File: src/hdl/poe_pkg.sv
// poe_pkg: shared types, constants and helpers for the polyline offset edges core
// no dependencies; imported by every module under hdl

package poe_pkg;

    localparam int COORD_BITS   = 32;
    localparam int MAX_VERTICES = 65536;
    localparam int CNT_W        = 17;
    localparam int IDX_W        = 16;
    localparam int LW_W         = 31;
    localparam int CFG_IDX_W    = 8;
    localparam int CFG_DATA_W   = 32;

    typedef logic [CFG_IDX_W-1:0] cfg_idx_t;
    localparam cfg_idx_t REG_CLOSED_MODE = cfg_idx_t'(0);
    localparam cfg_idx_t REG_LINE_WIDTH  = cfg_idx_t'(1);

    // saturation bounds for a signed coordinate
    localparam logic signed [34:0] SAT_HI = 35'sd2147483647;
    localparam logic signed [34:0] SAT_LO = -35'sd2147483648;

    typedef struct packed {
        logic signed [COORD_BITS-1:0] vertex_x;
        logic signed [COORD_BITS-1:0] vertex_y;
        logic signed [COORD_BITS-1:0] vertex_z;
        logic                         last_vertex;
    } in_item_t;

    typedef struct packed {
        logic [IDX_W-1:0]             vertex_index;
        logic signed [COORD_BITS-1:0] left_x;
        logic signed [COORD_BITS-1:0] left_y;
        logic signed [COORD_BITS-1:0] right_x;
        logic signed [COORD_BITS-1:0] right_y;
        logic signed [COORD_BITS-1:0] point_z;
        logic                         run_last;
    } out_item_t;

    // unit vector, signed Q2.30 per component
    typedef struct packed {
        logic signed [31:0] x;
        logic signed [31:0] y;
    } nrm_t;

    typedef enum logic [1:0] {
        EK_PEND,
        EK_NEWOPEN,
        EK_NEWCLS,
        EK_START
    } emit_kind_t;

    typedef enum logic [1:0] {
        NS_SEG,
        NS_CLS,
        NS_VN
    } norm_src_t;

    typedef enum logic [3:0] {
        CS_IDLE,
        CS_CHECK,
        CS_SEG_W,
        CS_CLS,
        CS_CLS_W,
        CS_VN,
        CS_VN_W,
        CS_MUL,
        CS_OUT,
        CS_ADV
    } ctrl_state_t;

    typedef enum logic [2:0] {
        NM_IDLE,
        NM_SHIFT,
        NM_SQ,
        NM_SUM,
        NM_SQRT,
        NM_DIVI,
        NM_DIV,
        NM_DONE
    } norm_state_t;

    typedef struct packed {
        logic       ld_in;
        logic       first;
        logic       norm_go;
        norm_src_t  norm_src;
        logic       ld_seg;
        logic       ld_cls;
        logic       ld_vn;
        logic       ld_mul;
        logic       ld_out;
        logic       out_last;
        emit_kind_t kind;
        logic       advance;
    } poe_cmd_t;

    typedef struct packed {
        logic norm_done;
        logic cnt_zero;
        logic cnt_one;
        logic last_in;
        logic out_free;
    } poe_sts_t;

    function automatic logic signed [COORD_BITS-1:0] sat_coord(input logic signed [34:0] v);
        logic signed [COORD_BITS-1:0] r;
        if (v > SAT_HI) begin
            r = SAT_HI[COORD_BITS-1:0];
        end else if (v < SAT_LO) begin
            r = SAT_LO[COORD_BITS-1:0];
        end else begin
            r = v[COORD_BITS-1:0];
        end
        return r;
    endfunction

endpackage

File: src/hdl/poe_ctrl.sv
// poe_ctrl: sequencer that walks one vertex through its normalizations and emissions
// depends on poe_pkg

module poe_ctrl
    import poe_pkg::*;
(
    input  logic     aclk,
    input  logic     aresetn,
    input  logic     s_valid,
    output logic     s_ready,
    input  logic     closed_mode,
    input  poe_sts_t sts,
    output poe_cmd_t cmd
);

    ctrl_state_t state_reg, state_next;
    emit_kind_t  kind_reg, kind_next;
    logic        closed_reg, closed_next;

    always_ff @(posedge aclk) begin
        if (!aresetn) begin
            state_reg  <= CS_IDLE;
            kind_reg   <= EK_PEND;
            closed_reg <= 1'b0;
        end else begin
            state_reg  <= state_next;
            kind_reg   <= kind_next;
            closed_reg <= closed_next;
        end
    end

    always_comb begin
        state_next  = state_reg;
        kind_next   = kind_reg;
        closed_next = closed_reg;
        cmd         = '0;
        cmd.kind    = kind_reg;
        cmd.norm_src = NS_VN;
        s_ready     = (state_reg == CS_IDLE);
        case (state_reg)
            CS_IDLE: begin
                if (s_valid) begin
                    cmd.ld_in   = 1'b1;
                    closed_next = closed_mode;
                    state_next  = CS_CHECK;
                end
            end
            CS_CHECK: begin
                if (sts.cnt_zero) begin
                    cmd.first  = 1'b1;
                    state_next = CS_IDLE;
                end else begin
                    cmd.norm_go  = 1'b1;
                    cmd.norm_src = NS_SEG;
                    state_next   = CS_SEG_W;
                end
            end
            CS_SEG_W: begin
                if (sts.norm_done) begin
                    cmd.ld_seg = 1'b1;
                    if (!(sts.cnt_one && closed_reg)) begin
                        kind_next  = EK_PEND;
                        state_next = CS_VN;
                    end else if (!sts.last_in) begin
                        state_next = CS_ADV;
                    end else begin
                        state_next = CS_CLS;
                    end
                end
            end
            CS_CLS: begin
                cmd.norm_go  = 1'b1;
                cmd.norm_src = NS_CLS;
                state_next   = CS_CLS_W;
            end
            CS_CLS_W: begin
                if (sts.norm_done) begin
                    cmd.ld_cls = 1'b1;
                    kind_next  = EK_NEWCLS;
                    state_next = CS_VN;
                end
            end
            CS_VN: begin
                cmd.norm_go = 1'b1;
                state_next  = CS_VN_W;
            end
            CS_VN_W: begin
                if (sts.norm_done) begin
                    cmd.ld_vn  = 1'b1;
                    state_next = CS_MUL;
                end
            end
            CS_MUL: begin
                cmd.ld_mul = 1'b1;
                state_next = CS_OUT;
            end
            CS_OUT: begin
                if (sts.out_free) begin
                    cmd.ld_out   = 1'b1;
                    cmd.out_last = (kind_reg == EK_PEND) ? !sts.last_in :
                                   (kind_reg == EK_NEWOPEN || kind_reg == EK_START);
                    case (kind_reg)
                        EK_PEND: begin
                            if (!sts.last_in) begin
                                state_next = CS_ADV;
                            end else if (closed_reg) begin
                                state_next = CS_CLS;
                            end else begin
                                kind_next  = EK_NEWOPEN;
                                state_next = CS_VN;
                            end
                        end
                        EK_NEWCLS: begin
                            kind_next  = EK_START;
                            state_next = CS_VN;
                        end
                        default: state_next = CS_ADV;
                    endcase
                end
            end
            CS_ADV: begin
                cmd.advance = 1'b1;
                state_next  = CS_IDLE;
            end
            default: state_next = CS_IDLE;
        endcase
    end

endmodule
File: config.mk
export PLATFORM = sky130hd
export DESIGN_NAME = poe_ctrl
export DESIGN_NICKNAME = d
export VERILOG_FILES = /design/src/hdl/poe_pkg.sv /design/src/hdl/poe_ctrl.sv
export SDC_FILE = /design/constraint.sdc
export NUM_CORES = 1
export LEC_CHECK = 0
export BUFFER_PORTS_ARGS = -buffer_cell sky130_fd_sc_hd__buf_2
export CORE_UTILIZATION = 45
export CTS_BUF_LIST = sky130_fd_sc_hd__clkbuf_2
export DETAILED_ROUTE_END_ITERATION = 10
export PLACE_DENSITY = 0.81
export SETUP_SLACK_MARGIN = 0.15
export SYNTH_ARGS = -nofsm -noshare
export SYNTH_HDL_FRONTEND = slang
export SYNTH_SLANG_ARGS = --single-unit
File: constraint.sdc
create_clock -name aclk -period 1.9 [get_ports aclk]
set_input_delay 0.19 -clock aclk [delete_from_list [all_inputs] [get_ports aclk]]
set_output_delay 0.19 -clock aclk [all_outputs]
set_load 0.05 [all_outputs]
* Yosys cells after proc, flatten, opt, wreduce, memory -nomap -nowiden
Index checks and enable logic that the tools add are counted.
** Operators by class
- Equal/unequal tests :: 21
- Mux-type cells :: 36
- Reduce and logical (&&, ||, !) cells :: 10
** Operators with widths (number)
- $pmux 4 s9 :: 1
- $mux 4 :: 8
- $mux 2 :: 9
- $eq 4x3->1 const B :: 4
- $ne 2x2->1 const B :: 6
- $mux 1 :: 11
- $ne 3x3->1 const B :: 3
- $eq 4x2->1 const B :: 2
- $eq 4x4->1 const B :: 2
- $pmux 2 s2 :: 2
- $pmux 4 s2 :: 1
- $reduce_and 8->1 :: 1
- $mux 3 :: 2
- $pmux 2 s3 :: 1
- $reduce_and 5->1 :: 1
- $eq 2x2->1 const B :: 2
- $eq 4x1->1 const B :: 1
- $logic_not 4->1 :: 1
- $reduce_bool 3->1 :: 1
- $eq 2x1->1 const B :: 1
- $logic_not 2->1 :: 1
- $pmux 1 s2 :: 1
- $reduce_and 2->1 :: 1
- $reduce_or 2->1 :: 1
- other kinds (3) :: 3
** Storage, ports and cells
- Flip-flop bits (word level) :: 7
- Output and inout bits :: 15
- Word-level logic and storage cells :: 70

* Logic depth before layout (Yosys ltp)
- Depth in word-level cells :: 5
- Mapped depth :: 6

* Least setup slack after synthesis
OpenSTA, ideal clock, no wires.
- Kind :: register to output
- Start point :: reg state_reg[2]
- End point :: out cmd[11] (netlist bit)
- Arrival time :: 3.249 ns
- Setup slack :: -1.539 ns
- Stages on the path, launching flop included :: 5
- Path through :: dfxtp_1 buf_2 clkbuf_1 and2_0 a2111oi_0
** RTL lines
- from (decl) :: line poe_ctrl.sv:16 : ctrl_state_t state_reg, state_next;
- from (signal assigned) :: line poe_ctrl.sv:26 : state_reg <= state_next;
- to (decl) :: line poe_ctrl.sv:13 : output poe_cmd_t cmd

==> impl_metrics.py <==
metrics = {
    "worst_hold_path": {
        "min_from": "closed_mode",
        "whs_endpoint": "closed_reg",
        "min_path_cells": 3,
        "min_path_type": "primary input to flip-flop",
    },
    "outcome": {
        "violations": "design-rule violations",
        "status": "finished with violations",
    },
    "power": {
        "swShare_pct": 42.2,
        "seq_power_share_pct": 34.4,
        "ir_worst_vdd_mv": 0.578,
        "power.density_nw_per_um2": 520,
        "internal-power_mw": 0.280,
        "pwr-share-clk_pct": 25.1,
        "p_comb_share_pct": 40.5,
        "p_leak_nw": 0.418,
        "netSwitchingPower_mw": 0.204,
    },
    "grt": {
        "grt_max_degree": 16,
        "overflow": 0,
        "antenna_found_initial": 0,
        "grt_pass1_vias": 618,
        "track_usage_pct": 26.6,
        "grt_pass1_wl_mm": 2.72,
    },
    "cts": {
        "insertion_delay_ps": 260,
        "hold_buffers": 0,
        "clock_path_buffers": 2,
        "clock-sinks": 7,
        "cts_tree": "yes",
        "cts_made_buffers": 3,
        "root_buffer": "clkbuf_2",
        "cts_max_level": 1,
        "path_clk_slew_ps": 80,
    },
    "worst_setup_path": {
        "ff2ff_path_depth": 6,
        "worstPathArrival_ps": 1560,
        "worstSetupStartpointType": "flip-flop",
        "endpoint_kind": "output port",
        "path_cells": "buf_2, nor4_4, and2_4, buf_2",
        "cpMostUsedCell": "buf_2",
        "crit_type": "flip-flop to output port",
        "cp_slowest_cell": "dfxtp_4",
        "r2r-end": "state_reg[3]",
        "reg2reg_setup_slack_ps": 230,
        "critPathRequiredTime_ps": 1710,
        "r2r-start": "state_reg[3]",
        "worst-path-max-fanout": 7,
        "critPathMaxStageDelay_ps": 380,
    },
    "routing": {
        "drc": 2,
        "first_pass_iters": 7,
        "wl_mm": 2.10,
        "wire_per_inst_um": 15.7,
        "drtIter0Drc": 24,
        "postRouteAntennaNets": 0,
        "via_count": 775,
        "vias_per_cell": 5.78,
    },
    "placement": {
        "numPortBuffers": 23,
        "hpwlAfterDp_mm": 1.38,
        "gp_congestion": 0.910,
        "place_inst": 125,
    },
    "floorplanning": {
        "die_area_um2": 1550,
        "rows": 13,
        "chipWidth_um": 39.3,
        "core_um2": 1300,
        "dieHeight_um": 39.3,
        "start_util_pct": 48.2,
        "ioPinCount": 24,
    },
    "logic_synthesis": {
        "ys_ff_latch": 7,
        "yosysUniqueCellTypes": 35,
        "ys_seq_area_share_pct": 22.4,
        "synth_area_um2": 627,
        "synth.top_cell.area_share_pct": 22.4,
        "synthTopCellsByArea": "dfxtp_1 22%, nor2_1 8.4%, mux2i_1 8.0%, a21oi_1 5.6%, a2111oi_4 4.4%",
        "synth_cells": 86,
        "avgSynthCellArea_um2": 7.29,
        "synth_top_area_cell": "dfxtp_1",
        "ys_warn_count": 0,
        "synth_nets": 95,
    },
    "finish": {
        "final_cells": 134,
        "layout_common_cells": "21 x buf_2, 13 x nor2_1, 10 x buf_4",
        "drive_gt1_share_pct": 46.2,
        "area_delta_synth_final_pct": 48.5,
        "largest_reg_flops": 4,
        "layout_commonest_cell": "buf_2",
        "nNetsFinal": 129,
        "antennaDiodeCount": 0,
    },
    "timing": {
        "fin_tns_setup_ps": 0,
        "worst_pin_slew_ps": 467,
        "slew_viol_final": 0,
        "relSlewSlack_pct": 68.7,
        "hold_violations": 0,
        "finClkSkew_ps": 8.31,
        "post-route-period-util_pct": 92.0,
        "fmax_mhz": 572,
        "setup_viol": 0,
        "rsz0062_at_grt": "yes",
        "fin_crit_ps": 1750,
    },
    "flow_run": {
        "drv_cap": 0,
    },
}
==> worst max path at each step <==
stage,startpoint,end,slack (ps),cells after the start
6_report,state_reg[1],cmd[13],150,4
5_1_grt,state_reg[1],cmd[13],110,4
4_1_cts,state_reg[1],cmd[10],130,4
3_5_place_dp,state_reg[1],state_reg[3],210,5
3_3_place_gp,state_reg[1],state_reg[3],240,5
2_1_floorplan,state_reg[1],closed_reg,40,5
==> timing repair <==
item	CTS	global route
hold endpoints to repair	0	0
setup endpoints to repair	3	6
gates resized for setup	4	11
buffers inserted	0	5
==> cell families after synthesis <==
kind of cell	count (synthesis)	share of synthesized area, %
AND/OR/NAND/NOR	46	40.3
AO/OA/AOI/OAI	18	21.8
buffers and inverters	9	6.19
flip-flops	7	22.4
multiplexers	5	7.98
XOR/XNOR	1	1.40
==> area by class of cell <==
| type | count | area, um2 |
|---|---|---|
| multi-input cells | 70 | 514 |
| fillers | 108 | 370 |
| repair buffers | 34 | 210 |
| flip-flops and latches | 7 | 153 |
| clock buffers | 4 | 20.0 |
| well taps | 15 | 18.8 |
| inverters | 4 | 15.0 |
==> metal layers <==
layer	up-vias	GRT usage [%]	share of wire (%)
met5	-	0	0
met1	357	33.1	41
met4	0	12.1	1.4
met3	4	6.25	7.1
met2	37	42.9	51
li1	377	-	-
==> synthesized netlist by cell type (all sizes together) <==
library cell / count
nor4: 1
nand3: 1
o32ai: 1
a211o: 1
o22ai: 1
and3: 3
nand4b: 1
a311oi: 1
a21o: 1
nor3: 3
nand2b: 2
mux2i: 5
a2111oi: 2
buf: 4
a211oi: 1
or3: 1
xnor2: 1
or2: 1
nor2b: 4
nand2: 7
nor3b: 2
and2: 3
and4: 1
nor2: 14
dfxtp: 7
or4: 1
a21oi: 7
clkbuf: 1
nand3b: 1
o211ai: 1
inv: 4
o21ai: 2
==> metrics by stage <==
step / worst slack (ps) / instance area [um2] / hold slack (ps) / utilization (%) / power [mW]
final: 151 / 931 / 183 / 71.5 / 0.484
after global placement: 243 / 836 / 431 / 64.2 / 0.343
after detailed placement: 210 / 836 / 437 / 64.2 / 0.346
after global routing: 112 / 931 / 192 / 71.5 / 0.502
after CTS: 126 / 865 / 176 / 66.4 / 0.462
after floorplan: 38.0 / 699 / 320 / - / 0.299
==> power by group through the flow <==
stage / logic (mW) / registers [mW] / clock network, mW
after detailed placement: 0.175 / 0.171 / 0
after CTS: 0.177 / 0.166 / 0.119
final: 0.196 / 0.167 / 0.122
after floorplan: 0.132 / 0.167 / 0
after global routing: 0.208 / 0.167 / 0.127
after global placement: 0.173 / 0.171 / 0
==> worst max-delay path: cells and delay by family (launching register included) <==
family / cells / cell delay [ps]
simple gates: 2 / 500
buf+inv: 2 / 430
flops: 1 / 380
Power figures use the tool's default switching activity.
